`config.mk`:
```
export PLATFORM = sky130hd
export DESIGN_NAME = piu_geom
export DESIGN_NICKNAME = d
export VERILOG_FILES = /design/src/hw/rtl/piu_pkg.sv /design/src/hw/rtl/piu_geom.sv
export SDC_FILE = /design/constraint.sdc
export NUM_CORES = 1
export LEC_CHECK = 0
export BUFFER_PORTS_ARGS = -buffer_cell sky130_fd_sc_hd__buf_4
export CAP_MARGIN = 10
export CORE_MARGIN = 10
export CORE_UTILIZATION = 55
export DETAILED_ROUTE_END_ITERATION = 6
export PLACE_DENSITY = 0.73
export SLEW_MARGIN = 5
export SYNTH_ARGS = -nofsm -noshare
export SYNTH_HDL_FRONTEND = slang
export SYNTH_SLANG_ARGS = --single-unit
```
`constraint.sdc`:
```
create_clock -name clk -period 15.9 [get_ports clk]
set_input_delay 0.795 -clock clk [delete_from_list [all_inputs] [get_ports clk]]
set_output_delay 0.795 -clock clk [all_outputs]
set_load 0.005 [all_outputs]
```
`src/hw/rtl/piu_pkg.sv`:
```
`default_nettype none

package piu_pkg;

	// field and register widths
	localparam int DW_W       = 13;   // display width register
	localparam int DH_W       = 12;   // display height register
	localparam int POS_W      = DW_W + DH_W;
	localparam int OFF_W      = 24;
	localparam int COLOR_W    = 32;
	localparam int INDEX_W    = 8;
	localparam int SCALE_W    = 4;
	localparam int COORD_W    = 10;
	localparam int CFG_IDX_W  = 1;
	localparam int CFG_DATA_W = 13;

	// input item kinds
	localparam logic FUNC_PIXEL   = 1'b0;
	localparam logic FUNC_PALETTE = 1'b1;

	// configuration register indexes
	localparam logic [CFG_IDX_W-1:0] REG_DISPLAY_WIDTH  = 1'd0;
	localparam logic [CFG_IDX_W-1:0] REG_DISPLAY_HEIGHT = 1'd1;

	localparam logic [DW_W-1:0]    RESET_WIDTH  = 13'd1920;
	localparam logic [DH_W-1:0]    RESET_HEIGHT = 12'd1080;
	localparam logic [COLOR_W-1:0] BAR_COLOR    = 32'hFF00_0000;

	typedef struct packed {
		logic               func;
		logic [INDEX_W-1:0] pixel_index;
		logic [COLOR_W-1:0] palette_color;
	} piu_in_t;

	typedef struct packed {
		logic               buffer_select;
		logic [OFF_W-1:0]   pixel_offset;
		logic [OFF_W-1:0]   run_length;
		logic [COLOR_W-1:0] fill_color;
		logic               frame_done;
		logic               last;
	} piu_out_t;

	// one source pixel handed from front to back
	typedef struct packed {
		logic               buf_sel;
		logic               frame_end;
		logic [COORD_W-1:0] col;
		logic [COORD_W-1:0] row;
		logic [COLOR_W-1:0] color;
	} piu_job_t;

	// letterbox geometry derived from the display registers
	typedef struct packed {
		logic [DW_W-1:0]    disp_w;
		logic [SCALE_W-1:0] scale;
		logic [DW_W-1:0]    gap;
		logic [DW_W-1:0]    off_x;
		logic [DH_W-1:0]    off_y;
		logic [POS_W-1:0]   bot_start;
		logic [POS_W-1:0]   bot_len;
	} piu_geo_t;

endpackage

`default_nettype wire

```
`src/hw/rtl/piu_geom.sv`:
```
`default_nettype none

module piu_geom import piu_pkg::*; #(
	parameter int SOURCE_WIDTH  = 320,
	parameter int SOURCE_HEIGHT = 200,
	parameter int MAX_SCALE     = 8
) (
	input  wire logic                  clk,
	input  wire logic                  arst_n,
	input  wire logic                  cfg_valid,
	output logic                       cfg_ready,
	input  wire logic [CFG_IDX_W-1:0]  cfg_index,
	input  wire logic [CFG_DATA_W-1:0] cfg_data,
	output logic                       busy,
	output piu_geo_t                   geo
);

	localparam logic [2:0] GEO_LAT = 3'd4;

	logic [DW_W-1:0]    disp_w_q;
	logic [DH_W-1:0]    disp_h_q;
	logic [2:0]         wait_q;
	logic               cfg_write;

	logic [DW_W-1:0]    wc;
	logic [DH_W-1:0]    hc;
	logic [SCALE_W-1:0] sc;
	logic [DW_W-1:0]    wc_s1;
	logic [DH_W-1:0]    hc_s1;
	logic [SCALE_W-1:0] sc_s1;

	logic [DW_W-1:0]    dst_w;
	logic [DH_W-1:0]    dst_h;
	logic [DW_W-1:0]    gap;
	logic [DH_W-1:0]    off_y;
	logic [DW_W-1:0]    wc_s2;
	logic [DH_W-1:0]    hc_s2;
	logic [SCALE_W-1:0] sc_s2;
	logic [DW_W-1:0]    gap_s2;
	logic [DW_W-1:0]    off_x_s2;
	logic [DH_W-1:0]    off_y_s2;
	logic [DW_W-1:0]    dst_w_s2;
	logic [DH_W-1:0]    bot_row_s2;

	logic [DW_W-1:0]    wc_s3;
	logic [SCALE_W-1:0] sc_s3;
	logic [DW_W-1:0]    gap_s3;
	logic [DW_W-1:0]    off_x_s3;
	logic [DH_W-1:0]    off_y_s3;
	logic [POS_W-1:0]   prod_s3;
	logic [POS_W-1:0]   area_s3;
	logic [DW_W-1:0]    end_col_s3;

	logic [DW_W-1:0]    wc_s4;
	logic [SCALE_W-1:0] sc_s4;
	logic [DW_W-1:0]    gap_s4;
	logic [DW_W-1:0]    off_x_s4;
	logic [DH_W-1:0]    off_y_s4;
	logic [POS_W-1:0]   bot_start_s4;
	logic [POS_W-1:0]   bot_len_s4;

	assign cfg_ready = 1'b1;
	assign cfg_write = cfg_valid & cfg_ready;

	// display registers
	always_ff @(posedge clk or negedge arst_n) begin
		if (!arst_n) begin
			disp_w_q <= RESET_WIDTH;
			disp_h_q <= RESET_HEIGHT;
		end else if (cfg_write) begin
			case (cfg_index)
				REG_DISPLAY_WIDTH:  disp_w_q <= cfg_data;
				REG_DISPLAY_HEIGHT: disp_h_q <= cfg_data[DH_W-1:0];
				default: ;
			endcase
		end
	end

	// hold off new items until the geometry pipeline has settled
	always_ff @(posedge clk or negedge arst_n) begin
		if (!arst_n) begin
			wait_q <= GEO_LAT;
		end else if (cfg_write) begin
			wait_q <= GEO_LAT;
		end else if (wait_q != 3'd0) begin
			wait_q <= wait_q - 3'd1;
		end
	end

	assign busy = (wait_q != 3'd0);

	// stage 1: clamp the display to the source size, pick the largest scale that fits
	always_comb begin
		wc = (disp_w_q < DW_W'(SOURCE_WIDTH))  ? DW_W'(SOURCE_WIDTH)  : disp_w_q;
		hc = (disp_h_q < DH_W'(SOURCE_HEIGHT)) ? DH_W'(SOURCE_HEIGHT) : disp_h_q;
		sc = SCALE_W'(1);
		for (int k = 2; k <= MAX_SCALE; k++) begin
			if ((SOURCE_WIDTH * k) <= int'(wc) && (SOURCE_HEIGHT * k) <= int'(hc)) begin
				sc = SCALE_W'(k);
			end
		end
	end

	always_ff @(posedge clk) begin
		wc_s1 <= wc;
		hc_s1 <= hc;
		sc_s1 <= sc;
	end

	// stage 2: picture size, bars and centering offsets
	always_comb begin
		dst_w = DW_W'(SOURCE_WIDTH * int'(sc_s1));
		dst_h = DH_W'(SOURCE_HEIGHT * int'(sc_s1));
		gap   = wc_s1 - dst_w;
		off_y = (hc_s1 - dst_h) >> 1;
	end

	always_ff @(posedge clk) begin
		wc_s2      <= wc_s1;
		hc_s2      <= hc_s1;
		sc_s2      <= sc_s1;
		gap_s2     <= gap;
		off_x_s2   <= gap >> 1;
		off_y_s2   <= off_y;
		dst_w_s2   <= dst_w;
		bot_row_s2 <= off_y + dst_h - DH_W'(1);
	end

	// stage 3: row product of the bottom bar and the frame area
	always_ff @(posedge clk) begin
		wc_s3      <= wc_s2;
		sc_s3      <= sc_s2;
		gap_s3     <= gap_s2;
		off_x_s3   <= off_x_s2;
		off_y_s3   <= off_y_s2;
		prod_s3    <= POS_W'(bot_row_s2) * POS_W'(wc_s2);
		area_s3    <= POS_W'(wc_s2) * POS_W'(hc_s2);
		end_col_s3 <= off_x_s2 + dst_w_s2;
	end

	// stage 4: bottom bar start and length
	always_ff @(posedge clk) begin
		wc_s4        <= wc_s3;
		sc_s4        <= sc_s3;
		gap_s4       <= gap_s3;
		off_x_s4     <= off_x_s3;
		off_y_s4     <= off_y_s3;
		bot_start_s4 <= prod_s3 + POS_W'(end_col_s3);
		bot_len_s4   <= area_s3 - prod_s3 - POS_W'(end_col_s3);
	end

	always_comb begin
		geo.disp_w    = wc_s4;
		geo.scale     = sc_s4;
		geo.gap       = gap_s4;
		geo.off_x     = off_x_s4;
		geo.off_y     = off_y_s4;
		geo.bot_start = bot_start_s4;
		geo.bot_len   = bot_len_s4;
	end

endmodule

`default_nettype wire

```
==> results.yml <==
synthesis:
  synth_warnings: 0
  ys.flop_type: "dfxtp_1"
  synth_cell_type_count: 69
  netlist_instances: 2230
  synthesis.area_um2: 21600
  ys_seq_elements: 296
  synth_edf_count: 0
  seq_area_frac_synth: 0.282
  syn_avg_cell_area_um2: 9.67
  async_flop_share: 0.0946
timing:
  rsz0062_at_grt: "false"
  relSlewSlack: 0.255
  drv_slew: 0
  layout_min_cycle_time_ns: 5.93
  tightestPinTransition_ns: 1.12
  hold_violations: 0
  max_freq_mhz: 169
  finalSetupTns_ns: 0
  fin_worst_skew_ns: 0.0113
  setup_viol: 0
  period_share: 0.373
cells_and_area:
  drive_above_1_share: 0.0978
  fill_cells: 3267
  fin_area_um2: 23800
  n_antenna_cell: 0
  syn2layout_area_growth_pct: 10.4
  nNetsFinal: 2798
setup_path:
  r2r_slack_ns: 9.97
  crit_path_max_fanout: 25
  cp-start-kind: "flop"
  reg2reg_depth: 17
  r2r-end: "prod_s3[21]"
  reg2reg_from: "wc_s2[7]"
  worstPathArrival_ns: 6.46
  crit_path_end_kind: "flop"
  crit_required_ns: 16.42
  critPathKind: "reg2reg"
clocking:
  clkLatencyLatePin_ns: 0.60
  cts_tree: "done"
  clock_path_buffers: 3
  cts_resized: 0
  cts_sinks: 296
  post_cts_buffers: 0
  clkTransAtPathRegs_ns: 0.06
  clockRootBuffer: "clkbuf_16"
  cts.htree.levels: 1
  cts_hold_buf: 0
  numCtsBuffers: 31
placed_design:
  gp_congestion: 0.865
  hpwlAfterDp_um: 36600
  placed_area_um2: 22700
  port_buffers: 120
detailed_routing:
  vias: 14778
  wire_per_inst_um: 16.1
  ant_nets: 0
  drc_errors: 0
  first_pass_iters: 5
  drtIter0Drc: 627
  routed_wl_um: 45800
  vias_per_cell: 5.20
global_routing:
  use_met2: 0.351
  overflow: 0
  gr-usage-met1: 0.238
  grt_pass1_vias: 15880
  top_usage_layer: "met2"
  use_met3: 0.0283
  grt_max_degree: 29
  antenna_found_initial: 0
  grt_pass1_wl_um: 77500
  track_usage: 0.197
die:
  rows: 72
  initial_core_util: 0.557
  dieArea_um2: 47500
  core_um2: 38700
  pin_count: 124
  die_y_um: 218
  die_w_um: 218
status:
  status: "complete, no violations"
job:
  cap_viol_max_count: 0
worst_hold_path:
  hold_path.class: "in2async"
[layout make-up]
class / instances / area (µm²) / share of cell area
clock buffers: 41 / 873 / 0.0367
clock inverters: 14 / 178 / 0.00747
inverters: 433 / 1630 / 0.0683
multi-input cells: 1412 / 13400 / 0.565
flip-flops and latches: 296 / 6080 / 0.255
well taps: 518 / 648 / 0.0272
repair buffers: 126 / 946 / 0.0398
[layer usage]
metal  up-vias  wire (µm)
li1       7083          -
met1      7214      18800
met2       384      23200
met3        97       2370
met4         0       1360
met5         -          0
[synth_stat cells, types with 31 or more instances]
cell / n / area share
inv_1: 433 / 0.075
dfxtp_1: 268 / 0.25
xnor2_1: 79 / 0.032
clkbuf_1: 68 / 0.012
o21ai_0: 50 / 0.012
ha_1: 241 / 0.14
fa_1: 240 / 0.22
a21o_1: 31 / 0.011
nand2_1: 234 / 0.041
nor2_1: 54 / 0.0094
and2_1: 136 / 0.039
a21oi_1: 82 / 0.019
[cell families after synthesis]
kind of cell | Yosys count | share of synthesized area
mux | 26 | 0.0136
fa+ha+maj | 481 | 0.363
xor+xnor | 105 | 0.0427
compound gates | 285 | 0.0886
simple gates | 512 | 0.115
flops | 296 | 0.282
buf+inv | 523 | 0.0947
other cells | 2 | 0.000348
[sequential cells by signal, indices dropped and copies added (netlist names), 5 cells and up]
signal and flops:
area_s3 25, bot_len_s4 25, bot_row_s2 12, bot_start_s4 25
disp_h_q 12, disp_w_q 13, dst_w_s2 5, end_col_s3 13
gap_s2 12, gap_s3 6, gap_s4 12, hc_s1 12
hc_s2 12, off_y_s2 9, off_y_s3 11, off_y_s4 11
prod_s3 25, wc_s1 13, wc_s2 7, wc_s3 7
wc_s4 7
[stage by stage]
stage                     hold slack [ns]  setup slack (ns)  utilization  std cells
after floorplan                     0.310             10.76            -       2231
after global routing                0.111              9.69        0.614       2840
after CTS                          0.0926              10.0        0.614       2840
final                               0.106              9.97        0.614       2840
after global placement              0.313             10.23        0.587       2785
after detailed placement            0.313              9.99        0.587       2785
[critical path, stage by stage, from the launching register on]
cell and delay (ns):
dfxtp_1 1.03, nand2_1 0.18, fa_1 0.58, inv_1 0.05
fa_1 0.52, fa_1 0.44, fa_1 0.54, inv_1 0.05
fa_1 0.52, inv_1 0.04, ha_1 0.37, a21o_1 0.20
a21oi_1 0.20, o221ai_1 0.15, a21o_1 0.22, o21ai_0 0.37
nor2b_1 0.24, xnor2_1 0.13
[cells in the final DEF, fill, tap and decap left out, types with 7 or more instances in the layout]
cell type,n
o31ai_1,9
dfxtp_1,268
mux2_2,26
a211oi_1,7
a21o_1,31
o21bai_1,13
nand2b_1,11
o211ai_1,11
o21ai_0,50
o21a_1,19
nor2_1,54
nand2_1,234
and2_1,136
xor2_1,26
nand3_1,10
inv_1,433
fa_1,240
nor3_1,15
nor2b_1,13
buf_4,126
clkbuf_16,31
a31oi_1,8
o311ai_0,8
dfrtp_1,19
ha_1,241
and3_1,8
a21oi_1,82
dfstp_2,9
xnor2_1,79
[worst max-delay path by stage]
stage                    from     endpoint
finish               wc_s2[7]  prod_s3[21]
global route        wc_s2[10]  prod_s3[24]
CTS                  wc_s2[7]  prod_s3[21]
detailed placement   wc_s2[7]  prod_s3[21]
global placement     wc_s2[7]  prod_s3[21]
floorplan           gap_s2[0]  area_s3[24]
Power is not shown: default switching activity piles up to over one toggle a cycle in this logic, so the estimate is an artifact.
