## src/hw/rtl/piu_pkg.sv

```systemverilog
`default_nettype none

package piu_pkg;

	// field and register widths
	localparam int DW_W       = 13;   // display width register
	localparam int DH_W       = 12;   // display height register
	localparam int POS_W      = DW_W + DH_W;
	localparam int OFF_W      = 24;
	localparam int COLOR_W    = 32;
	localparam int INDEX_W    = 8;
	localparam int SCALE_W    = 4;
	localparam int COORD_W    = 10;
	localparam int CFG_IDX_W  = 1;
	localparam int CFG_DATA_W = 13;

	// input item kinds
	localparam logic FUNC_PIXEL   = 1'b0;
	localparam logic FUNC_PALETTE = 1'b1;

	// configuration register indexes
	localparam logic [CFG_IDX_W-1:0] REG_DISPLAY_WIDTH  = 1'd0;
	localparam logic [CFG_IDX_W-1:0] REG_DISPLAY_HEIGHT = 1'd1;

	localparam logic [DW_W-1:0]    RESET_WIDTH  = 13'd1920;
	localparam logic [DH_W-1:0]    RESET_HEIGHT = 12'd1080;
	localparam logic [COLOR_W-1:0] BAR_COLOR    = 32'hFF00_0000;

	typedef struct packed {
		logic               func;
		logic [INDEX_W-1:0] pixel_index;
		logic [COLOR_W-1:0] palette_color;
	} piu_in_t;

	typedef struct packed {
		logic               buffer_select;
		logic [OFF_W-1:0]   pixel_offset;
		logic [OFF_W-1:0]   run_length;
		logic [COLOR_W-1:0] fill_color;
		logic               frame_done;
		logic               last;
	} piu_out_t;

	// one source pixel handed from front to back
	typedef struct packed {
		logic               buf_sel;
		logic               frame_end;
		logic [COORD_W-1:0] col;
		logic [COORD_W-1:0] row;
		logic [COLOR_W-1:0] color;
	} piu_job_t;

	// letterbox geometry derived from the display registers
	typedef struct packed {
		logic [DW_W-1:0]    disp_w;
		logic [SCALE_W-1:0] scale;
		logic [DW_W-1:0]    gap;
		logic [DW_W-1:0]    off_x;
		logic [DH_W-1:0]    off_y;
		logic [POS_W-1:0]   bot_start;
		logic [POS_W-1:0]   bot_len;
	} piu_geo_t;

endpackage

`default_nettype wire

```

## src/hw/rtl/piu_fifo.sv

```systemverilog
`default_nettype none

module piu_fifo import piu_pkg::*; #(
	parameter int DEPTH = 2
) (
	input  wire logic     clk,
	input  wire logic     arst_n,
	input  wire logic     push,
	input  wire piu_job_t push_data,
	output logic          full,
	input  wire logic     pop,
	output piu_job_t      pop_data,
	output logic          not_empty
);

	localparam int AW = (DEPTH > 1) ? $clog2(DEPTH) : 1;
	localparam int CW = $clog2(DEPTH + 1);

	piu_job_t       mem_q [DEPTH];
	logic [AW-1:0]  wr_q;
	logic [AW-1:0]  rd_q;
	logic [CW-1:0]  cnt_q;
	logic           do_push;
	logic           do_pop;

	assign full      = (cnt_q == CW'(DEPTH));
	assign not_empty = (cnt_q != '0);
	assign do_push   = push && !full;
	assign do_pop    = pop && not_empty;
	assign pop_data  = mem_q[rd_q];

	// pointers and fill count
	always_ff @(posedge clk or negedge arst_n) begin
		if (!arst_n) begin
			wr_q  <= '0;
			rd_q  <= '0;
			cnt_q <= '0;
		end else begin
			if (do_push) begin
				wr_q <= (wr_q == AW'(DEPTH - 1)) ? '0 : wr_q + AW'(1);
			end
			if (do_pop) begin
				rd_q <= (rd_q == AW'(DEPTH - 1)) ? '0 : rd_q + AW'(1);
			end
			if (do_push && !do_pop) begin
				cnt_q <= cnt_q + CW'(1);
			end else if (do_pop && !do_push) begin
				cnt_q <= cnt_q - CW'(1);
			end
		end
	end

	always_ff @(posedge clk) begin
		if (do_push) begin
			mem_q[wr_q] <= push_data;
		end
	end

endmodule

`default_nettype wire

```

## config.mk

```make
export PLATFORM = sky130hd
export DESIGN_NAME = piu_fifo
export DESIGN_NICKNAME = d
export VERILOG_FILES = /design/src/hw/rtl/piu_pkg.sv /design/src/hw/rtl/piu_fifo.sv
export SDC_FILE = /design/constraint.sdc
export NUM_CORES = 1
export LEC_CHECK = 0
export ABC_AREA = 1
export BUFFER_PORTS_ARGS = -buffer_cell sky130_fd_sc_hd__buf_2
export CORE_UTILIZATION = 52
export DETAILED_ROUTE_END_ITERATION = 8
export HOLD_SLACK_MARGIN = 0.08
export PLACE_DENSITY = 0.87
export SLEW_MARGIN = 10
export SYNTH_ARGS = -nofsm -noshare
export SYNTH_HDL_FRONTEND = slang
export SYNTH_SLANG_ARGS = --single-unit
```

## constraint.sdc

```tcl
create_clock -name clk -period 4.7 [get_ports clk]
set_input_delay 0.47 -clock clk [delete_from_list [all_inputs] [get_ports clk]]
set_output_delay 0.47 -clock clk [all_outputs]
set_load 0.05 [all_outputs]
```

==> flow_summary.yaml, run 1 <==
timing:
  max_freq_mhz: 363.6
  worst_pin_slew_ns: 1.154
  skew_ns: 0.008780
  drv_slew: 0
  final.min_clock_period_ns: 2.750
  post-route-period-util_pct: 58.51
  setup_viol: 0
  max_slew_margin_pct: 22.97
  hold_viol: 0
  setup_tns_ns: 0
  rsz0062_at_grt: "no"
  setup_ws_ns: 1.950
run_status:
  status: "completed"
die:
  die_height_microns: 91.72
  placementRows: 32
  design.die.area_sq_um: 8412
  start_util_pct: 53.88
  coreArea_sq_um: 7767
  num_io_pins: 114
  dieWidth_microns: 91.72
critical_path:
  slowest_stage: "inv_2"
  crit_required_ns: 4.23
  crit_buf_inv: 2
  start_kind: "flop"
  cpPeakStageDelay_ns: 0.77
  critPathKind: "flop to primary output"
  crit_top_cell: "nand2_1"
  rr_startpoint: "cnt_q[1]"
  path_cells: "inv_2 -> nand2_1 -> nand2_1 -> buf_2"
  crit_family: "buffers and inverters"
  endpoint_kind: "primary output"
  crit_fanout: 55
  crit_path_start: "rd_q"
  cp.arrival_ns: 2.28
place:
  post-place-cells: 519
  dp_hpwl_mm: 4.653
  gp_congestion: 0.7773
  dp_slack_ns: 2.303
  io_buffer_count: 113
  placed_cell_area_sq_um: 4801
cts:
  postCtsHoldBufs: 1
  cts_made_buffers: 9
  cts_sinks: 112
  cts_setup_buffers: 0
  tritoncts: "yes"
  htreeDepth: 3
  cts.clk_slew.worst_paths_ns: 0.09
  root_buffer: "clkbuf_8"
  clk_path_buf_depth: 2
  cts_resized: 0
  clk_latency_ns: 0.35
cells_and_area:
  regArea_sq_um: 3344
  fin_cells: 537
  drive_gt1_share_pct: 31.34
  design_area_sq_um: 5025
  final_nets: 488
  multi_input_area_sq_um: 718.2
  syn_to_final_growth_pct: 20.06
  nFillCells: 589
yosys:
  ys_seq_elements: 112
  synth_nets: 372
  ys_top_cells_by_area: "edfxtp_1, nand2_1, dfrtp_1"
  yosys-top-cells-count: "nand2_1, edfxtp_1, inv_1, buf_2, clkbuf_8"
  synth_area_sq_um: 4185
  synth_most_common_cell: "nand2_1"
  synth_edf_count: 108
  synthArstFlopShare_pct: 3.571
  synth.largest_area_cell: "edfxtp_1"
  synth_top_cell_area_share_pct: 77.49
  yosys_warnings: 0
  synth_cell_types: 16
  seq_area_frac_synth_pct: 79.88
  synthFlopType: "edfxtp_1"
  postSynthCellCount: 313
  avgSynthCellArea_sq_um: 13.37
hold_path:
  hp-class: "input pin to flop"
  min_from: "push_data[33]"
routing:
  ant_nets: 0
  vias_per_cell: 4.832
  totalWireLength_mm: 7.073
  dr.pass1.iters: 4
  vias: 2595
  drtIter0Drc: 95
  drc: 0
  wl_per_cell_microns: 13.17
job:
  drv_cap: 0
grt:
  grt_pass1_vias: 2535
  grt_pass1_wl_mm: 11.21
  antenna_found_initial: 1
  grt_usage_pct: 17.71
  grt.overflow.total: 0
  grt_start_max_net_pins: 56
[cells by family (layout without fill, tap and decap cells)]
group	count (synthesis)	after routing	share of synthesized area [%]
XOR/XNOR	1	1	0.2093
AO/OA/AOI/OAI	1	1	0.1195
other	0	1	0
adder cells (fa/ha/maj)	1	1	0.2989
buffers and inverters	19	140	3.139
AND/OR/NAND/NOR	179	179	16.35
flip-flops	112	112	79.88
[metal layers]
| layer | up-vias | wire length [microns] | GRT usage, % | share of wire, % |
|---|---|---|---|---|
| met2 | 96 | 3552 | 31.58 | 50 |
| met4 | 0 | 137 | 6.901 | 1.9 |
| met5 | - | 0 | 0 | 0 |
| met3 | 12 | 447 | 5.224 | 6.3 |
| li1 | 1279 | - | - | - |
| met1 | 1208 | 2935 | 20.01 | 41 |
[sequential cells by signal, summed over array words and instances, names as in the netlist]
register,count
cnt_q,2
mem_q,108
rd_q,1
wr_q,1
[worst reg2reg max path: cells and delay by family, from the launching register on]
family	cells	cell delay, ns
AND/OR/NAND/NOR	1	0.64
buffers and inverters	2	0.63
flip-flops	1	0.39
AO/OA/AOI/OAI	1	0.21
[worst paths after layout]
path | cells past startpoint | slack (ns) | end
max | 4 | 1.95 | pop_data[32]
min | 1 | 0.30 | mem_q[0][33]
max reg2reg | 4 | 2.50 | mem_q[1][14]
min reg2reg | 2 | 0.48 | cnt_q[1]
max in group asynchronous | 2 | 4.13 | rd_q
min in group asynchronous | 2 | 0.44 | cnt_q[0]
[metrics by stage]
step	hold WS, ns	utilization [%]
floorplan	0.1744	-
global placement	0.2782	61.81
detailed placement	0.2802	61.81
CTS	0.2839	64.66
global route	0.2762	64.66
finish	0.3012	64.69
[area by class of cell]
type / instances / share of cell area (%)
well taps: 102 / 2.540
repair buffers: 116 / 11.75
clock inverters: 6 / 1.668
flip-flops and latches: 112 / 66.56
clock buffers: 10 / 2.540
inverters: 8 / 0.5976
multi-input cells: 182 / 14.29
diodes: 1 / 0.04980
[layout by cell type, fill, tap and decap left out, drive strengths merged]
cell,instances
nand2,173
buf,115
edfxtp,108
clkbuf,10
inv,8
dfrtp,4
nor2,3
nand3,2
bufinv,2
clkinvlp,2
clkinv,2
diode,1
o21ai,1
xnor2,1
nand4,1
ha,1
dlygate4sd3,1
Power of run 1 is left out: the tool's default activity adds up to more than one toggle a clock period on the data nets, which glitch-free logic cannot reach.
==> run 2: changes to the inputs <==
--- a/config.mk
+++ b/config.mk
@@ -5,7 +5,7 @@
 export SDC_FILE = /design/constraint.sdc
 export NUM_CORES = 1
 export LEC_CHECK = 0
-export ABC_AREA = 1
+export ABC_AREA = 0
 export BUFFER_PORTS_ARGS = -buffer_cell sky130_fd_sc_hd__buf_2
 export CORE_UTILIZATION = 52
 export DETAILED_ROUTE_END_ITERATION = 8
==> constraint.sdc (replaced) <==
create_clock -name clk -period 2.55 [get_ports clk]
set_input_delay 0.255 -clock clk [delete_from_list [all_inputs] [get_ports clk]]
set_output_delay 0.255 -clock clk [all_outputs]
set_load 0.05 [all_outputs]
==> run 2 against run 1 <==
  * Clock skew fell by 0.0016 ns
  * Die area rose by 3.7%
  * Register-to-register slack got worse by 1.7 ns
  * Sequential cell count did not move
  * Setup slack got worse by 1.6 ns
  * Critical path type unchanged
  * Largest cell class unchanged
==> flow_summary.yaml, run 2 <==
routing:
  vias_per_cell: 4.891
  dr.pass1.iters: 4
  vias: 2289
  wl_per_cell_microns: 16.07
  drc: 0
  totalWireLength_mm: 7.521
  ant_nets: 0
  drtIter0Drc: 79
cells_and_area:
  top_register: "mem_q"
  fin_cells: 468
  reg_top3: "mem_q x108, cnt_q x2"
  antenna_cells: 0
  largest_register_ff_count: 108
  syn_to_final_growth_pct: 31.45
  final_nets: 420
  final_common_cell: "buf_2"
  final_cell_mix: "buf_2, edfxtp_1, dlygate4sd3_1"
  drive_gt1_share_pct: 52.19
timing:
  final.min_clock_period_ns: 2.232
  rsz0062_at_grt: "no"
  drv_slew: 0
  setup_tns_ns: 0
  setup_viol: 0
  skew_ns: 0.007175
  worst_pin_slew_ns: 0.5306
  max_slew_margin_pct: 64.63
  hold_viol: 0
  max_freq_mhz: 448.0
  post-route-period-util_pct: 87.54
yosys:
  synth_top_family_by_area: "multiplexers"
  yosys-top-cells-count: "edfxtp_1, mux2_4, buf_12, mux2_2, dfrtp_1"
  synthSimpleGateAreaFrac_pct: 0.7776
  synth-compound-area-share_pct: 0
  ys_top_cells_by_area: "edfxtp_1, mux2_4, buf_12"
  synthMuxAreaShare_pct: 18.23
  synth_nets: 246
  yosys_warnings: 0
  synth_cell_types: 15
  synth_most_common_cell: "edfxtp_1"
  synth_top_cell_area_share_pct: 74.65
  synth_area_sq_um: 4344
  synth_fa_ha_area_share_pct: 0.2880
  synth_xor_xnor_area_share_pct: 1.008
  synth_edf_count: 108
  postSynthCellCount: 187
  ys_seq_elements: 112
  synthArstFlopShare_pct: 3.571
  avgSynthCellArea_sq_um: 23.23
  synth.largest_area_cell: "edfxtp_1"
  seq_area_frac_synth_pct: 76.96
  synthFlopType: "edfxtp_1"
die:
  num_io_pins: 114
  coreArea_sq_um: 7888
  start_util_pct: 55.08
  die_height_microns: 93.40
  placementRows: 32
  dieWidth_microns: 93.40
  design.die.area_sq_um: 8724
cts:
  clk_latency_ns: 0.35
  tritoncts: "yes"
  cts_made_buffers: 9
  htreeDepth: 3
  cts_sinks: 112
  cts_setup_buffers: 0
  clk_path_buf_depth: 2
  cts.clk_slew.worst_paths_ns: 0.10
  root_buffer: "clkbuf_8"
power_and_ir_drop:
  p_leak_nw: 2.322
  peakVddDrop_v: 0.0008828
  p_per_area_nw_per_um2: 1231
  finalPower_mw: 7.028
place:
  post-place-cells: 402
  gp_congestion: 0.7385
  dp_hpwl_mm: 4.669
  io_buffer_count: 113
critical_path:
  start_kind: "flop"
  critPathKind: "flop to primary output"
  rr_startpoint: "cnt_q[0]"
  crit_fanout: 27
  cp.arrival_ns: 1.98
  crit_required_ns: 2.30
  endpoint_kind: "primary output"
  crit_path_start: "rd_q"
grt:
  grt_start_max_net_pins: 39
  grt.overflow.total: 0
  grt_pass1_vias: 2261
  grt_pass1_wl_mm: 11.02
  grt_usage_pct: 17.48
  antenna_found_initial: 0
hold_path:
  hp-class: "input pin to flop"
  min_from: "push_data[43]"
job:
  drv_cap: 0
run_status:
  status: "completed"
==> run 2: cell count changes in the layout (fill, tap and decap cells not counted), moves of 3 or more <==
cell           before  now
nand2_1           172    2
dlygate4sd3_1       1   50
mux2_4              0   49
mux2_2              0    5
inv_1               6    2
inv_6               0    3
==> run 2: final timing paths <==
kind | to | slack, ns | cells past startpoint
setup / recovery | pop_data[13] | 0.32 | 3
hold / removal | mem_q[1][43] | 0.10 | 1
setup reg to reg | mem_q[1][14] | 0.79 | 3
hold reg to reg | cnt_q[1] | 0.51 | 1
max in group asynchronous | rd_q | 2.16 | 2
min in group asynchronous | cnt_q[0] | 0.25 | 2
==> run 2: final cells by class <==
class                           instances  area [sq um]
Inverter                                2         7.507
Sequential cell                       112          3347
Timing Repair Buffer                  169          1136
Clock buffer                           10         127.6
Clock inverter                          6         73.82
Fill cell                             507          2177
Multi-Input combinational cell         67         890.9
Tap cell                              102         127.6
==> run 2: critical path, stage by stage, from the launching register on <==
cell	delay, ns
dfrtp_4	0.77
buf_4	0.31
mux2_4	0.32
buf_2	0.21
==> run 2: routing by layer <==
metal | vias up | track usage, % | part of all wire (%)
li1 | 1079 | - | -
met1 | 1120 | 20.19 | 40
met2 | 82 | 32.17 | 54
met3 | 8 | 3.496 | 4.9
met4 | 0 | 6.154 | 1.1
met5 | - | 0 | 0
==> run 2: through the flow <==
stage                     utilization (%)  hold slack (ns)  cell area, sq um  setup WS, ns
after floorplan                         -         -0.04059              4347       0.09786
after global placement              63.50          0.06332              5009        0.7259
after detailed placement            63.50          0.06811              5009        0.6813
after CTS                           71.89          0.08059              5670        0.2760
after global routing                72.40          0.08211              5710        0.2327
final                               72.40           0.1008              5710        0.3176
==> run 2: logic make-up after synthesis <==
kind of cell               after synthesis
xor gates and xnor gates                 5
adders and majority gates                1
DFF                                    112
buffers and inverters                    8
and+or+nand+nor                          7
muxes                                   54
==> run 2: power by group <==
| part | switching (mW) | total (mW) | internal (mW) |
|---|---|---|---|
| Combinational | 2.13 | 3.24 | 1.11 |
| Sequential | 0.235 | 2.75 | 2.52 |
| Clock | 0.569 | 1.04 | 0.469 |
| Total | 2.93 | 7.03 | 4.09 |
==> run 2: repair_timing <==
action                     4_1_cts  5_1_grt
resized for setup                0        0
hold endpoints to repair        91        6
setup endpoints to repair        0        0
hold buffers                    46        4
Note: power is estimated with default switching activity, not from simulation.
==> run 3: changes to the inputs <==
--- a/config.mk
+++ b/config.mk
@@ -11,6 +11,7 @@
 export DETAILED_ROUTE_END_ITERATION = 8
 export HOLD_SLACK_MARGIN = 0.08
 export PLACE_DENSITY = 0.87
+export RECOVER_POWER = 25
 export SLEW_MARGIN = 10
 export SYNTH_ARGS = -nofsm -noshare
 export SYNTH_HDL_FRONTEND = slang
==> run 3 against run 2 <==
  * Fmax about the same
  * Routed wire length decreased by 0.28%
  * First-iteration DRC count increased by 2.5%
  * Die area unchanged
  * Sequential power about the same
  * Sequential cell count unchanged
  * Via count decreased by 0.35%
  * Clock power about the same
  * Global-route usage unchanged
  * Highest routed layer unchanged
==> flow_summary.yaml, run 3 (synthesized netlist as in run 2, its figures left out) <==
grt:
  grt_pass1_vias: 2261
  antenna_found_initial: 0
  grt_start_max_net_pins: 39
  grt_usage_pct: 17.48
  grt.overflow.total: 0
  grt_pass1_wl_mm: 11.02
power_and_ir_drop:
  peakVddDrop_v: 0.0008830
  p_per_area_nw_per_um2: 1236
  finalPower_mw: 7.024
  p_leak_nw: 2.264
cts:
  clk_latency_ns: 0.35
  cts_sinks: 112
  cts.clk_slew.worst_paths_ns: 0.09
  cts_resized: 0
  root_buffer: "clkbuf_8"
  htreeDepth: 3
  tritoncts: "yes"
  clk_path_buf_depth: 2
  cts_made_buffers: 9
die:
  coreArea_sq_um: 7888
  design.die.area_sq_um: 8724
  num_io_pins: 114
  die_height_microns: 93.40
  start_util_pct: 55.08
  dieWidth_microns: 93.40
  placementRows: 32
routing:
  dr.pass1.iters: 4
  drc: 0
  wl_per_cell_microns: 16.03
  totalWireLength_mm: 7.500
  vias: 2281
  ant_nets: 0
  drtIter0Drc: 81
  vias_per_cell: 4.874
timing:
  max_slew_margin_pct: 64.65
  setup_viol: 0
  final.min_clock_period_ns: 2.231
  max_freq_mhz: 448.2
  rsz0062_at_grt: "no"
  setup_tns_ns: 0
  hold_viol: 0
  post-route-period-util_pct: 87.49
  worst_pin_slew_ns: 0.5303
  drv_slew: 0
  skew_ns: 0.007208
hold_path:
  hp-class: "input pin to flop"
  holdPathEnd: "mem_q[1][34]"
  min_from: "push_data[34]"
  holdPathStages: 1
cells_and_area:
  antenna_cells: 0
  syn_to_final_growth_pct: 30.85
  final_cell_mix: "edfxtp_1, buf_2, dlygate4sd3_1"
  largest_register_ff_count: 108
  top_register: "mem_q"
  drive_gt1_share_pct: 46.45
  reg_top3: "mem_q x108, cnt_q x2"
  final_common_cell: "edfxtp_1"
  final_nets: 420
critical_path:
  crit_fanout: 27
  timing.reg2reg.setup_slack_ns: 0.79
  crit_required_ns: 2.30
  start_kind: "flop"
  critPathKind: "flop to primary output"
  rr_startpoint: "cnt_q[0]"
  r2r_end: "mem_q[1][14]"
  endpoint_kind: "primary output"
  cp.arrival_ns: 1.98
  r2r_cells: 3
place:
  io_buffer_count: 113
  dp_hpwl_mm: 4.669
  gp_congestion: 0.7385
job:
  drv_cap: 0
run_status:
  status: "completed"
==> run 3: cell count changes in the layout (fill, tap and decap cells not counted), sizes merged <==
cell / before / now
buf: 119 / 98
clkbuf: 10 / 31
==> run 3: through the flow <==
step / util [%] / hold WS (ns) / area (sq um) / instances / setup slack [ns]
after floorplan: - / -0.04059 / 4347 / 187 / 0.09786
after global routing: 72.07 / 0.1168 / 5684 / 468 / 0.2327
after global placement: 63.50 / 0.06332 / 5009 / 402 / 0.7259
after CTS: 71.89 / 0.08059 / 5670 / 464 / 0.2760
final: 72.07 / 0.1254 / 5684 / 468 / 0.3191
after detailed placement: 63.50 / 0.06811 / 5009 / 402 / 0.6813
==> run 3: where the power goes <==
part	internal (mW)	switching [mW]	leakage, nW
Combinational	1.10	2.13	1.11
Sequential	2.52	0.235	1.05
Clock	0.469	0.569	0.102
Total	4.09	2.93	2.26
==> run 3: final cells by class <==
class	instances	area [sq um]
clock buffer	10	127.6
clock inverter	6	73.82
fill	520	2203
inverter	2	7.507
multi-input combinational	67	890.9
sequential	112	3347
tap	102	127.6
timing repair buffer	169	1110
==> run 3: repair_timing <==
action                    CTS  global route
setup buffers               0             0
hold endpoints to repair   91             6
hold buffers               46             4
==> run 3: critical path: stages (launching register included) <==
cell and delay [ns]:
dfrtp_4 0.77, buf_4 0.31, mux2_4 0.32, buf_2 0.21
==> run 3: worst max-delay path by stage <==
stage                         from           end  slack [ns]  depth (start not counted)
after floorplan           cnt_q[0]   mem_q[0][0]         0.1                          3
after global placement        rd_q  pop_data[36]        0.73                          3
after detailed placement      rd_q  pop_data[13]        0.68                          3
after CTS                     rd_q  pop_data[13]        0.28                          3
after global routing          rd_q  pop_data[13]        0.23                          3
final                         rd_q  pop_data[13]        0.32                          3
==> run 3: per-layer routing <==
layer  vias to the layer above  GRT usage (%)  part of all wire (%)
li1                       1079              -                     -
met1                      1110          20.19                    40
met2                        84          32.17                    54
met3                         8          3.496                   5.2
met4                         0          6.154                   1.1
met5                         -              0                     0
