--- src/hw/rtl/piu_pkg.sv ---
`default_nettype none

package piu_pkg;

	// field and register widths
	localparam int DW_W       = 13;   // display width register
	localparam int DH_W       = 12;   // display height register
	localparam int POS_W      = DW_W + DH_W;
	localparam int OFF_W      = 24;
	localparam int COLOR_W    = 32;
	localparam int INDEX_W    = 8;
	localparam int SCALE_W    = 4;
	localparam int COORD_W    = 10;
	localparam int CFG_IDX_W  = 1;
	localparam int CFG_DATA_W = 13;

	// input item kinds
	localparam logic FUNC_PIXEL   = 1'b0;
	localparam logic FUNC_PALETTE = 1'b1;

	// configuration register indexes
	localparam logic [CFG_IDX_W-1:0] REG_DISPLAY_WIDTH  = 1'd0;
	localparam logic [CFG_IDX_W-1:0] REG_DISPLAY_HEIGHT = 1'd1;

	localparam logic [DW_W-1:0]    RESET_WIDTH  = 13'd1920;
	localparam logic [DH_W-1:0]    RESET_HEIGHT = 12'd1080;
	localparam logic [COLOR_W-1:0] BAR_COLOR    = 32'hFF00_0000;

	typedef struct packed {
		logic               func;
		logic [INDEX_W-1:0] pixel_index;
		logic [COLOR_W-1:0] palette_color;
	} piu_in_t;

	typedef struct packed {
		logic               buffer_select;
		logic [OFF_W-1:0]   pixel_offset;
		logic [OFF_W-1:0]   run_length;
		logic [COLOR_W-1:0] fill_color;
		logic               frame_done;
		logic               last;
	} piu_out_t;

	// one source pixel handed from front to back
	typedef struct packed {
		logic               buf_sel;
		logic               frame_end;
		logic [COORD_W-1:0] col;
		logic [COORD_W-1:0] row;
		logic [COLOR_W-1:0] color;
	} piu_job_t;

	// letterbox geometry derived from the display registers
	typedef struct packed {
		logic [DW_W-1:0]    disp_w;
		logic [SCALE_W-1:0] scale;
		logic [DW_W-1:0]    gap;
		logic [DW_W-1:0]    off_x;
		logic [DH_W-1:0]    off_y;
		logic [POS_W-1:0]   bot_start;
		logic [POS_W-1:0]   bot_len;
	} piu_geo_t;

endpackage

`default_nettype wire

--- src/hw/rtl/piu_back.sv ---
`default_nettype none

module piu_back import piu_pkg::*; (
	input  wire logic     clk,
	input  wire logic     arst_n,
	input  wire logic     job_valid,
	input  wire piu_job_t job,
	output logic          job_pop,
	input  wire piu_geo_t geo,
	output logic          run_valid,
	input  wire logic     run_ready,
	output piu_out_t      run
);

	typedef enum logic [4:0] {
		ST_IDLE   = 5'b00001,
		ST_MUL    = 5'b00010,
		ST_BAR    = 5'b00100,
		ST_COLOR  = 5'b01000,
		ST_BOTTOM = 5'b10000
	} piu_state_t;

	piu_state_t                 state_q;
	piu_state_t                 state_d;
	piu_job_t                   job_q;
	logic [DH_W-1:0]            yline_q;
	logic [POS_W-1:0]           row_start_q;
	logic [DW_W-1:0]            xs_q;
	logic [SCALE_W-1:0]         dy_q;
	logic                       run_valid_q;
	piu_out_t                   run_q;

	logic [COORD_W+SCALE_W-1:0] ys;
	logic [COORD_W+SCALE_W-1:0] xs;
	logic [POS_W-1:0]           row_prod;
	logic                       slot_free;
	logic                       first_row;
	logic                       last_dy;
	logic                       has_bottom;
	logic [POS_W-1:0]           bar_start;
	logic [POS_W-1:0]           bar_len;
	logic [POS_W-1:0]           color_start;
	logic                       load;
	logic                       adv_row;
	piu_out_t                   run_d;

	assign ys       = job.row * geo.scale;
	assign xs       = job_q.col * geo.scale;
	assign row_prod = POS_W'(yline_q) * POS_W'(geo.disp_w);

	assign slot_free   = !run_valid_q || run_ready;
	assign first_row   = (job_q.row == '0) && (dy_q == '0);
	assign last_dy     = (dy_q == geo.scale - SCALE_W'(1));
	assign has_bottom  = job_q.frame_end && (geo.bot_len != '0);
	assign bar_start   = first_row ? '0 : row_start_q - POS_W'(geo.gap);
	assign bar_len     = first_row ? row_start_q : POS_W'(geo.gap);
	assign color_start = row_start_q + POS_W'(xs_q);

	// run sequencer: left bar at a row start, colored run per scaled row, then the bottom bar at a frame end
	always_comb begin
		state_d             = state_q;
		load                = 1'b0;
		adv_row             = 1'b0;
		job_pop             = 1'b0;
		run_d.buffer_select = job_q.buf_sel;
		run_d.pixel_offset  = bar_start[OFF_W-1:0];
		run_d.run_length    = bar_len[OFF_W-1:0];
		run_d.fill_color    = BAR_COLOR;
		run_d.frame_done    = 1'b0;
		run_d.last          = 1'b0;
		case (state_q)
			ST_IDLE: begin
				if (job_valid) begin
					job_pop = 1'b1;
					state_d = ST_MUL;
				end
			end
			ST_MUL: begin
				state_d = (job_q.col == '0) ? ST_BAR : ST_COLOR;
			end
			ST_BAR: begin
				if (slot_free) begin
					// drop a bar of zero length
					load    = (bar_len != '0);
					state_d = ST_COLOR;
				end
			end
			ST_COLOR: begin
				if (slot_free) begin
					load               = 1'b1;
					run_d.pixel_offset = color_start[OFF_W-1:0];
					run_d.run_length   = OFF_W'(geo.scale);
					run_d.fill_color   = job_q.color;
					if (last_dy) begin
						run_d.last       = !has_bottom;
						run_d.frame_done = job_q.frame_end && !has_bottom;
						state_d          = has_bottom ? ST_BOTTOM : ST_IDLE;
					end else begin
						adv_row = 1'b1;
						state_d = (job_q.col == '0) ? ST_BAR : ST_COLOR;
					end
				end
			end
			ST_BOTTOM: begin
				if (slot_free) begin
					load               = 1'b1;
					run_d.pixel_offset = geo.bot_start[OFF_W-1:0];
					run_d.run_length   = geo.bot_len[OFF_W-1:0];
					run_d.frame_done   = 1'b1;
					run_d.last         = 1'b1;
					state_d            = ST_IDLE;
				end
			end
			default: begin
				state_d = ST_IDLE;
			end
		endcase
	end

	always_ff @(posedge clk or negedge arst_n) begin
		if (!arst_n) begin
			state_q     <= ST_IDLE;
			run_valid_q <= 1'b0;
		end else begin
			state_q <= state_d;
			if (load) begin
				run_valid_q <= 1'b1;
			end else if (run_ready) begin
				run_valid_q <= 1'b0;
			end
		end
	end

	// job registers, row address and output register
	always_ff @(posedge clk) begin
		if (job_pop) begin
			job_q   <= job;
			yline_q <= geo.off_y + DH_W'(ys);
		end
		if (state_q == ST_MUL) begin
			row_start_q <= row_prod + POS_W'(geo.off_x);
			xs_q        <= DW_W'(xs);
			dy_q        <= '0;
		end else if (adv_row) begin
			row_start_q <= row_start_q + POS_W'(geo.disp_w);
			dy_q        <= dy_q + SCALE_W'(1);
		end
		if (load) begin
			run_q <= run_d;
		end
	end

	assign run_valid = run_valid_q;
	assign run       = run_q;

endmodule

`default_nettype wire

--- config.mk ---
export PLATFORM = sky130hd
export DESIGN_NAME = piu_back
export DESIGN_NICKNAME = d
export VERILOG_FILES = /design/src/hw/rtl/piu_pkg.sv /design/src/hw/rtl/piu_back.sv
export SDC_FILE = /design/constraint.sdc
export NUM_CORES = 1
export LEC_CHECK = 0
export ABC_AREA = 1
export BUFFER_PORTS_ARGS = -buffer_cell sky130_fd_sc_hd__buf_2
export CORE_MARGIN = 2
export CORE_UTILIZATION = 50
export CTS_CLUSTER_DIAMETER = 60
export CTS_CLUSTER_SIZE = 12
export DETAILED_ROUTE_END_ITERATION = 10
export PLACE_DENSITY_LB_ADDON = 0.15
export SKIP_CTS_REPAIR_TIMING = 1
export SLEW_MARGIN = 20
export SYNTH_ARGS = -nofsm -noshare
export SYNTH_HDL_FRONTEND = slang
export SYNTH_SLANG_ARGS = --single-unit
export TNS_END_PERCENT = 50
--- constraint.sdc ---
create_clock -name clk -period 12.8 [get_ports clk]
set_clock_uncertainty 0.05 [all_clocks]
set_input_delay 0.64 -clock clk [delete_from_list [all_inputs] [get_ports clk]]
set_output_delay 0.64 -clock clk [all_outputs]
set_load 0.02 [all_outputs]
==> results of run 1 <==
==> state kept, by name, summed over array words and instances (netlist names) <==
| signal | flops |
|---|---|
| row_start_q | 25 |
| state_q | 5 |
| dy_q | 4 |
| job_q | 54 |
| xs_q | 13 |
| run_valid | 1 |
| yline_q | 12 |
| run | 83 |
==> layout make-up <==
type / instances / area [sq um]
fill: 3660 / 16800
multi-input combinational: 1623 / 11300
sequential: 197 / 5850
inverter: 526 / 1970
timing repair buffer: 254 / 1290
tap: 518 / 648
clock buffer: 17 / 425
clock inverter: 15 / 188
antenna: 7 / 17.5
==> synthesized netlist by cell type, drive strengths merged (15+ instances only) <==
| library cell | n |
|---|---|
| a21oi | 115 |
| buf | 15 |
| clkbuf | 46 |
| edfxtp | 187 |
| fa | 166 |
| ha | 144 |
| inv | 524 |
| nand2 | 639 |
| nand3 | 117 |
| nand4 | 39 |
| nor2 | 142 |
| nor3 | 23 |
| o21ai | 102 |
| or2 | 17 |
| xnor2 | 16 |
| xor2 | 26 |
==> per-layer routing <==
layer  up-vias  track usage (%)
met2       458             45.4
li1       8043                -
met3        70             3.94
met4         2             7.65
met5         -                0
met1      7873             36.9
==> per-stage QoR <==
step	setup slack, ns	std cells
2_1_floorplan	7.52	2407
3_3_place_gp	7.08	3117
3_5_place_dp	6.98	3117
4_1_cts	7.17	3149
5_1_grt	6.76	3155
6_report	7.09	3157
==> worst paths after layout <==
path	end	cells after the start	slack (ns)	from
worst min register to register	run[82]$_DFFE_PP_	0	0.42	job_q[53]$_DFFE_PP_
worst max register to register	row_start_q[24]$_DFFE_PP_	18	7.09	yline_q[8]$_DFFE_PP_
max in group asynchronous	state_q[0]$_DFFE_PN1P_	2	12.02	arst_n
min in group asynchronous	state_q[1]$_DFFE_PN0P_	2	0.47	arst_n
worst max-delay path	row_start_q[24]$_DFFE_PP_	18	7.09	yline_q[8]$_DFFE_PP_
worst min-delay path	job_q[4]$_DFFE_PP_	1	0.30	job[4]
==> critical path, cell delays in order (launching register included) <==
cell and delay (ns):
edfxtp_1 0.74, nand2_1 0.17, fa_1 0.57, inv_1 0.05, fa_1 0.48, fa_1 0.54, fa_1 0.54, inv_1 0.05
fa_1 0.53, inv_1 0.04, ha_1 0.41, a21oi_1 0.36, o21ai_0 0.16, a21oi_1 0.17, o21ai_1 0.18, a21oi_1 0.17
nand2_1 0.06, nand3_1 0.10, nand2_1 0.06
==> cell families (layout without fill, tap and decap cells) <==
group | count (synthesis) | in the layout
and+or+nand+nor | 996 | 996
buffers and inverters | 587 | 812
adders and majority gates | 310 | 310
AOI/OAI and AO/OA | 275 | 275
DFF | 197 | 197
xor gates and xnor gates | 42 | 42
other | 0 | 7
==> placed cells by master (no fill, tap or decap), types with 4 or more instances in the layout <==
cell	synthesis	routed
inv_8	0	4
fa_1	166	166
nand4_1	39	39
nand3_1	116	116
nand2_1	633	632
o21a_1	5	5
o21ai_0	91	91
inv_1	519	519
o211ai_1	10	10
a31oi_1	4	4
a21o_1	8	8
clkbuf_16	0	17
xnor2_1	16	16
ha_1	144	144
nor2_2	4	4
nor4_1	6	6
xor2_1	26	26
buf_2	10	246
dfrtp_1	5	5
dfxtp_1	4	4
diode_2	0	7
edfxtp_1	187	187
a21oi_1	113	113
nor3_1	18	18
nand3b_1	5	5
o32ai_1	8	8
o221ai_1	4	4
clkinv_8	0	4
inv_2	5	5
nor2_1	137	136
or2_2	13	13
o21ai_2	4	4
a22o_1	5	5
buf_4	0	7
o21ai_1	7	7
==> results.md, run 1 <==
- Drt wl/cell: 16.9 um
- Max Fclk: 0.175 GHz
- Compound-Gate Fraction of Synth Area: 8.11%
- Placed Area: 0.0211 sq mm
- Syn Std Cell Area: 0.0194 sq mm
- Crit path time final: 5.71 ns
- Initial antenna violation count: 8
- Met1 wire length: 23.5 mm
- Endpoints failing setup: 0
- Slew @ Worst Pin: 0.931 ns
- Longest Clk Path Bufs: 2
- Adder-Cell Fraction of Synth Area: 26.4%
- Main synth FF type: edfxtp_1
- Crit end category: flop
- CTS Buf Count: 17
- Main area contributors after synthesis: edfxtp_1 (29%), fa_1 (17%), nand2_1 (12%), inv_1 (10%), ha_1 (9.3%)
- RSZ-0062 raised after global routing: false
- Total GRT Usage: 27.1%
- Endpoints failing hold: 0
- Drt drc: 0
- Synthesized-area fraction occupied by xor and xnor cells: 1.90%
- EDFF count, synth: 187
- CTS tree: done
- Initial core utilization: 50.4%
- PortBufs: 246
- DIE HEIGHT: 201 um
- Seq cells post-synth: 197
- Mapped Nets: 2880
- Setup crit start kind: flop
- # rows: 72
- Hold WS: 0.298 ns
- Drt total wl: 53.2 mm
- Yosys warning count: 0
- Max-capacitance violation count: 0
- Top cell type's share of synthesized area: 29.0%
- CTS HTree Levels: 4
- Slew Limit Headroom: 37.9%
- Worst EP required: 12.96 ns
- WS Path Type: flop to flop
- Starting DRC count in detailed routing: 1137
- First-pass GRT wire length: 86.7 mm
- Final max-slew violation count: 0
- Seq/Total Area, Yosys: 30.2%
- Detail Route Antenna Nets: 0
- Outcome: completed
- Post-synthesis mux area share: 0%
- Vias per cell: 5.21
- First drt pass iteration count: 5
- # IOs: 248
- Hold Path Class: input port to flop
- Setup TNS: 0 ns
- Yosys top cell by area: edfxtp_1
- Vias in the first global route: 16600
- Core ar.: 0.0385 sq mm
- P&R area growth vs syn: 12.0%
- Clock latency on the worst-skew pair: 0.46 ns
- CP arrival: 5.86 ns
- Top routing layer in use: met5
- DP Wirelength: 42.5 mm
- Chip Width: 201 um
- Share of cells above drive strength 1: 12.6%
- Synthesized instance count: 2407
- Final core occ: 56.4%
- Crit path max fanout: 13
- Main combinational cell family by area after synthesis: adder cells
- Synthesized area per cell: 8.05 sq um
- Final net count: 3092
- Via count: 16400
- RD Place Congestion: 0.944
- Die area: 0.0404 sq mm
- Wire length on met2: 25.6 mm
- Largest net degree at the start of global routing: 84
- GRT overflow: 0
- CTS Sinks: 197
- Part of the cycle the worst path needs: 44.6%
- Met3 WL: 3.08 mm
- Root Buffer: clkbuf_16
- Synth cell types: 55
- Post-route cell area: 0.0217 sq mm
- Asr flop ratio synth: 3.05%
- Synth Area in Simple Gates: 21.8%
- Clk slew on worst S/H paths: 0.08 ns
Power of run 1 is not shown: default switching activity piles up to over one toggle a cycle in this logic, so the estimate is an artifact.
==> run 2, diff against run 1 <==
Clock period 12.8 ns to 5 ns, I/O delays scaled along.
==> run 2 against run 1 <==
The flow now finishes with violations (negative setup slack). Non-clock buffer count rose by 146. Core utilization rose by 4.1 points. First-iteration DRC count rose by 9.6%. Maximum frequency rose by 14%. Via count rose by 2.9%. Largest cell class unchanged. Highest routed layer unchanged.
==> results.md, run 2 (synthesis gave the netlist of run 1 again) <==
- Outcome: finished with violations
- Failing checks: negative setup slack
- Crit path time final: 5.02 ns
- Hold Path Class: input port to flop
- Endpoints failing hold: 0
- Die area: 0.0404 sq mm
- DP Worst Slack: -0.270 ns
- GRT overflow: 0
- RD Place Congestion: 0.932
- Final net count: 3238
- WS Path Type: flop to flop
- Slew @ Worst Pin: 1.02 ns
- Hold WS: 0.00697 ns
- Met3 WL: 2.73 mm
- CP arrival: 5.17 ns
- RSZ-0062 raised after global routing: true
- Setup crit start kind: flop
- Vias in the first global route: 16300
- Chip Width: 201 um
- Crit path buf inv count: 6
- Total GRT Usage: 27.1%
- Largest net degree at the start of global routing: 68
- Fill cells: 3488
- # IOs: 248
- Initial core utilization: 50.4%
- Root Buffer: clkbuf_16
- Detail Route Antenna Nets: 0
- CTS Buf Count: 17
- Endpoints failing setup: 2
- Part of the cycle the worst path needs: 100%
- # rows: 72
- Drt wl/cell: 16.7 um
- CTS HTree Levels: 4
- Drt drc: 0
- Delay-heaviest family, CP: adder cells
- Crit end category: flop
- Initial antenna violation count: 4
- First-pass GRT wire length: 86.3 mm
- Slew Limit Headroom: 31.5%
- Top routing layer in use: met5
- Share of cells above drive strength 1: 18.5%
- Crit path max fanout: 6
- Core ar.: 0.0385 sq mm
- Max-capacitance violation count: 0
- Via count: 16900
- DP Wirelength: 44.7 mm
- Cell Chain, Critical Path: buf_12 > nand2_1 > fa_1 > fa_1 > inv_1 > fa_1 > fa_1 > inv_2 > fa_1 > inv_2 > ha_4 > a21oi_2 > buf_4 > o21a_1 > inv_2 > a21oi_2 > or2_2 > nand2_1 > nand2_1
- Worst EP required: 5.15 ns
- First drt pass iteration count: 8
- Drt total wl: 55.0 mm
- Worst path slowest cell: fa_1
- Final max-slew violation count: 0
- Worst setup margin: -0.0168 ns
- Starting DRC count in detailed routing: 1246
- Met1 wire length: 24.6 mm
- Final core occ: 60.5%
- Commonest non-fill, non-tap cell in the layout: nand2_1
- CTS tree: done
- Wire length on met2: 26.6 mm
- PortBufs: 246
- CTS Sinks: 197
- Longest Clk Path Bufs: 2
- Clock latency on the worst-skew pair: 0.46 ns
- Clk slew on worst S/H paths: 0.07 ns
- Crit path top cell by count: fa_1
- Most frequent cells in the layout: nand2_1 (614), inv_1 (498), buf_2 (246)
- Max Fclk: 0.199 GHz
- P&R area growth vs syn: 20.2%
- Slowest cell delay on critical path: 0.58 ns
- Vias per cell: 5.13
- Seq. cell area: 0.00585 sq mm
- Area of the multi-input gates: 0.0117 sq mm
- DIE HEIGHT: 201 um
- Max reg flops: 83
==> run 2: cell count changes in the layout (fill, tap and decap cells not counted), moves of 9 or more <==
| cell | previous run | this run |
|---|---|---|
| a21oi_1 | 113 | 101 |
| a21oi_2 | 2 | 14 |
| buf_4 | 7 | 99 |
| dlygate4sd3_1 | 1 | 47 |
| ha_1 | 144 | 131 |
| ha_4 | 0 | 13 |
| inv_1 | 519 | 498 |
| inv_2 | 5 | 26 |
| nand2_1 | 632 | 614 |
| nand2_2 | 3 | 18 |
| o21ai_0 | 91 | 82 |
==> run 2: worst reg2reg max path: cells and delay by family (launching register included) <==
family          cells  cell delay (ns)
flops               1             0.54
compound gates      3             0.31
simple gates        4             0.44
fa+ha+maj           6             2.88
buf+inv             6             0.57
==> run 2: layout make-up <==
| cell class | count | share of cell area, % |
|---|---|---|
| multi-input cells | 1623 | 50.2 |
| flip-flops and latches | 197 | 25.1 |
| repair buffers | 400 | 11.0 |
| inverters | 526 | 8.48 |
| well taps | 518 | 2.78 |
| clock buffers | 17 | 1.83 |
| clock inverters | 15 | 0.634 |
| diodes | 3 | 0.0322 |
==> run 2: metrics by stage <==
| stage | setup TNS [ns] | instances | cell area (sq um) |
|---|---|---|---|
| 6_report | -0.0315 | 3299 | 23300 |
| 5_1_grt | -2.31 | 3297 | 23300 |
| 4_1_cts | -2.62 | 3235 | 22300 |
| 3_5_place_dp | -2.42 | 3203 | 21700 |
| 3_3_place_gp | -1.29 | 3203 | 21700 |
| 2_1_floorplan | 0 | 2407 | 19400 |
==> run 2: metal layers <==
| layer | up-vias | GRT usage (%) |
|---|---|---|
| met2 | 481 | 45.7 |
| met1 | 8052 | 36.9 |
| met3 | 57 | 3.52 |
| met4 | 2 | 7.09 |
| li1 | 8331 | - |
| met5 | - | 0 |
==> run 2: path summary, 6_finish.rpt <==
path	slack, ns	from	cells past startpoint	to
worst min register to register	0.37	job_q[53]$_DFFE_PP_	0	run[82]$_DFFE_PP_
worst min-delay path	0.007	job[35]	1	job_q[35]$_DFFE_PP_
worst max register to register	-0.02	yline_q[4]$_DFFE_PP_	19	row_start_q[14]$_DFFE_PP_
max in group asynchronous	4.60	arst_n	2	state_q[0]$_DFFE_PN1P_
worst max-delay path	-0.02	yline_q[4]$_DFFE_PP_	19	row_start_q[14]$_DFFE_PP_
min in group asynchronous	0.08	arst_n	2	state_q[1]$_DFFE_PN0P_
Power of run 2 is left out for the same reason.
==> run 3, diff against run 2 <==
Settings changed: ABC_AREA 1 to not set, CORE_UTILIZATION 50 to 54.
==> run 3 against run 2 <==
The flow still finishes with violations (negative setup slack). Critical path depth is 1 higher. Register-to-register slack worse by 0.51 ns. Via count is 16% lower. Global-route usage is 0.22 points higher. First-iteration DRC count is 23% lower. Area after synthesis is 7.1% lower. Setup slack worse by 0.51 ns. Count of clock-buffer cells in the layout stayed put. Die area is 14% lower. Worst hold slack better by 0.0048 ns. Synthesized cell count is 25% lower. Final area is 5.3% lower. Critical path type unchanged. Critical endpoint is now row_start_q[23]$_DFFE_PP_. Largest cell class unchanged.
==> results.md, run 3 <==
- Synthesized instance count: 1796
- Yosys warning count: 0
- Total GRT Usage: 27.3%
- Worst setup margin: -0.529 ns
- WS Path Type: flop to flop
- First drt pass iteration count: 5
- Crit path time final: 5.53 ns
- Slowest cell delay on critical path: 0.53 ns
- Detail Route Antenna Nets: 0
- Cell Chain, Critical Path: buf_6 > and2_4 > fa_1 > inv_2 > fa_2 > inv_2 > fa_1 > fa_1 > inv_2 > fa_1 > inv_2 > ha_4 > and2_4 > a21o_1 > a31oi_4 > o2bb2ai_2 > or4_4 > nand4_1 > mux2i_1 > o22ai_1
- Mapped Nets: 2269
- First-pass GRT wire length: 75.2 mm
- Endpoints failing hold: 0
- Largest net degree at the start of global routing: 84
- Seq/Total Area, Yosys: 32.5%
- Initial core utilization: 55.0%
- Drt drc: 0
- EDFF count, synth: 187
- Starting DRC count in detailed routing: 958
- Part of the cycle the worst path needs: 111%
- Setup crit start kind: flop
- Hold Path Class: input port to flop
- Final net count: 2641
- RSZ-0062 raised after global routing: true
- Root Buffer: clkbuf_16
- Drt wl/cell: 18.2 um
- Max reg flops: 83
- RD Place Congestion: 0.954
- Hold WS: 0.0118 ns
- CTS HTree Levels: 4
- Slew @ Worst Pin: 1.07 ns
- P&R area growth vs syn: 22.5%
- Asr flop ratio synth: 3.05%
- Initial antenna violation count: 0
- # IOs: 248
- Chip Width: 187 um
- Crit end category: flop
- Core ar.: 0.0327 sq mm
- Worst EP required: 5.14 ns
- Outcome: finished with violations
- Via count: 14200
- PortBufs: 246
- Final max-slew violation count: 0
- Failing checks: negative setup slack
- CTS Buf Count: 17
- Die area: 0.0348 sq mm
- Main synth FF type: edfxtp_1
- Clock latency on the worst-skew pair: 0.46 ns
- Clk slew on worst S/H paths: 0.08 ns
- Yosys top cell by area: edfxtp_1
- Seq cells post-synth: 197
- Top cell type's share of synthesized area: 31.2%
- Most frequent cells in the layout: buf_2 (246), inv_1 (239), edfxtp_1 (187)
- Vias per cell: 5.42
- Max Fclk: 0.181 GHz
- Longest Clk Path Bufs: 2
- Fill cells: 2598
- Slew Limit Headroom: 28.9%
- Crit path max fanout: 6
- Syn Std Cell Area: 0.0180 sq mm
- Max-capacitance violation count: 0
- CP arrival: 5.67 ns
- GRT overflow: 0
- Synthesized area per cell: 10.0 sq um
- Most common cell in the synthesized netlist: inv_1
- Worst path slowest cell: fa_1
- DP Wirelength: 37.9 mm
- Commonest non-fill, non-tap cell in the layout: buf_2
- Vias in the first global route: 14200
- Share of cells above drive strength 1: 23.7%
- Main area contributors after synthesis: edfxtp_1 (31%), fa_1 (18%), ha_1 (10%), inv_1 (5.4%), and2_1 (5.3%)
- Top cells by count, synth: inv_1 (260), edfxtp_1 (187), nand2_1 (183), fa_1 (166), and2_1 (153)
- Synth cell types: 71
- # rows: 66
- CTS tree: done
- CTS Sinks: 197
- Endpoints failing setup: 14
- Drt total wl: 47.7 mm
- DIE HEIGHT: 187 um
==> run 3: cell types whose count changed after synthesis, sizes merged, moves of 47 or more <==
cell	change
nand3	-95
inv	-263
a21oi	-53
xnor2	+47
nand2	-456
and2	+150
nor2	-60
==> run 3: critical path: cells and delay by family (launching register included) <==
family / cells / cell delay (ns)
adders and majority gates: 6 / 2.72
and+or+nand+nor: 4 / 0.92
AOI/OAI and AO/OA: 4 / 0.53
DFF: 1 / 0.51
buffers and inverters: 5 / 0.35
muxes: 1 / 0.20
==> run 3: area by class of cell <==
| cell class | count | area, sq um | share of cell area (%) |
|---|---|---|---|
| Clock buffer | 17 | 425 | 1.93 |
| Tap cell | 442 | 553 | 2.51 |
| Inverter | 261 | 980 | 4.44 |
| Sequential cell | 197 | 5850 | 26.5 |
| Clock inverter | 15 | 201 | 0.914 |
| Antenna cell | 1 | 2.50 | 0.0114 |
| Multi-Input combinational cell | 1269 | 11300 | 51.4 |
| Timing Repair Buffer | 422 | 2700 | 12.2 |
==> run 3: path summary, 6_finish.rpt <==
check	slack [ns]	to	startpoint	depth (start not counted)
setup / recovery	-0.53	row_start_q[23]$_DFFE_PP_	yline_q[1]$_DFFE_PP_	20
hold / removal	0.01	job_q[34]$_DFFE_PP_	job[34]	1
setup reg to reg	-0.53	row_start_q[23]$_DFFE_PP_	yline_q[1]$_DFFE_PP_	20
hold reg to reg	0.39	run[82]$_DFFE_PP_	job_q[53]$_DFFE_PP_	0
max in group asynchronous	4.56	state_q[0]$_DFFE_PN1P_	arst_n	2
min in group asynchronous	0.11	run_valid$_DFFE_PN0P_	arst_n	2
==> run 3: stage by stage <==
stage	worst slack, ns	area [sq um]	instances	TNS (ns)	util (%)
2_1_floorplan	-0.486	18000	1796	-2.64	-
3_3_place_gp	-0.589	20400	2527	-6.00	62.4
3_5_place_dp	-0.644	20400	2527	-6.77	62.4
4_1_cts	-0.687	21000	2559	-7.16	64.3
5_1_grt	-0.725	22000	2623	-7.89	67.4
6_report	-0.529	22000	2624	-4.98	67.4
==> run 3: cells by family (layout without fill, tap and decap cells) <==
logic type | after synthesis | count (layout) | synth area share [%]
AOI/OAI and AO/OA | 294 | 294 | 11.1
xor gates and xnor gates | 99 | 99 | 4.82
adders and majority gates | 310 | 310 | 28.5
buffers and inverters | 330 | 715 | 6.92
DFF | 197 | 197 | 32.5
muxes | 17 | 17 | 0.952
other | 0 | 1 | 0
and+or+nand+nor | 549 | 549 | 15.3
==> run 3: routing by layer <==
| layer | vias up | wire (um) | GRT usage, % |
|---|---|---|---|
| met2 | 469 | 22800 | 44.2 |
| met1 | 6888 | 20600 | 37.6 |
| li1 | 6774 | - | - |
| met4 | 0 | 1380 | 9.52 |
| met5 | - | 0 | 0 |
| met3 | 82 | 2910 | 4.19 |
Power of run 3 is left out for the same reason.
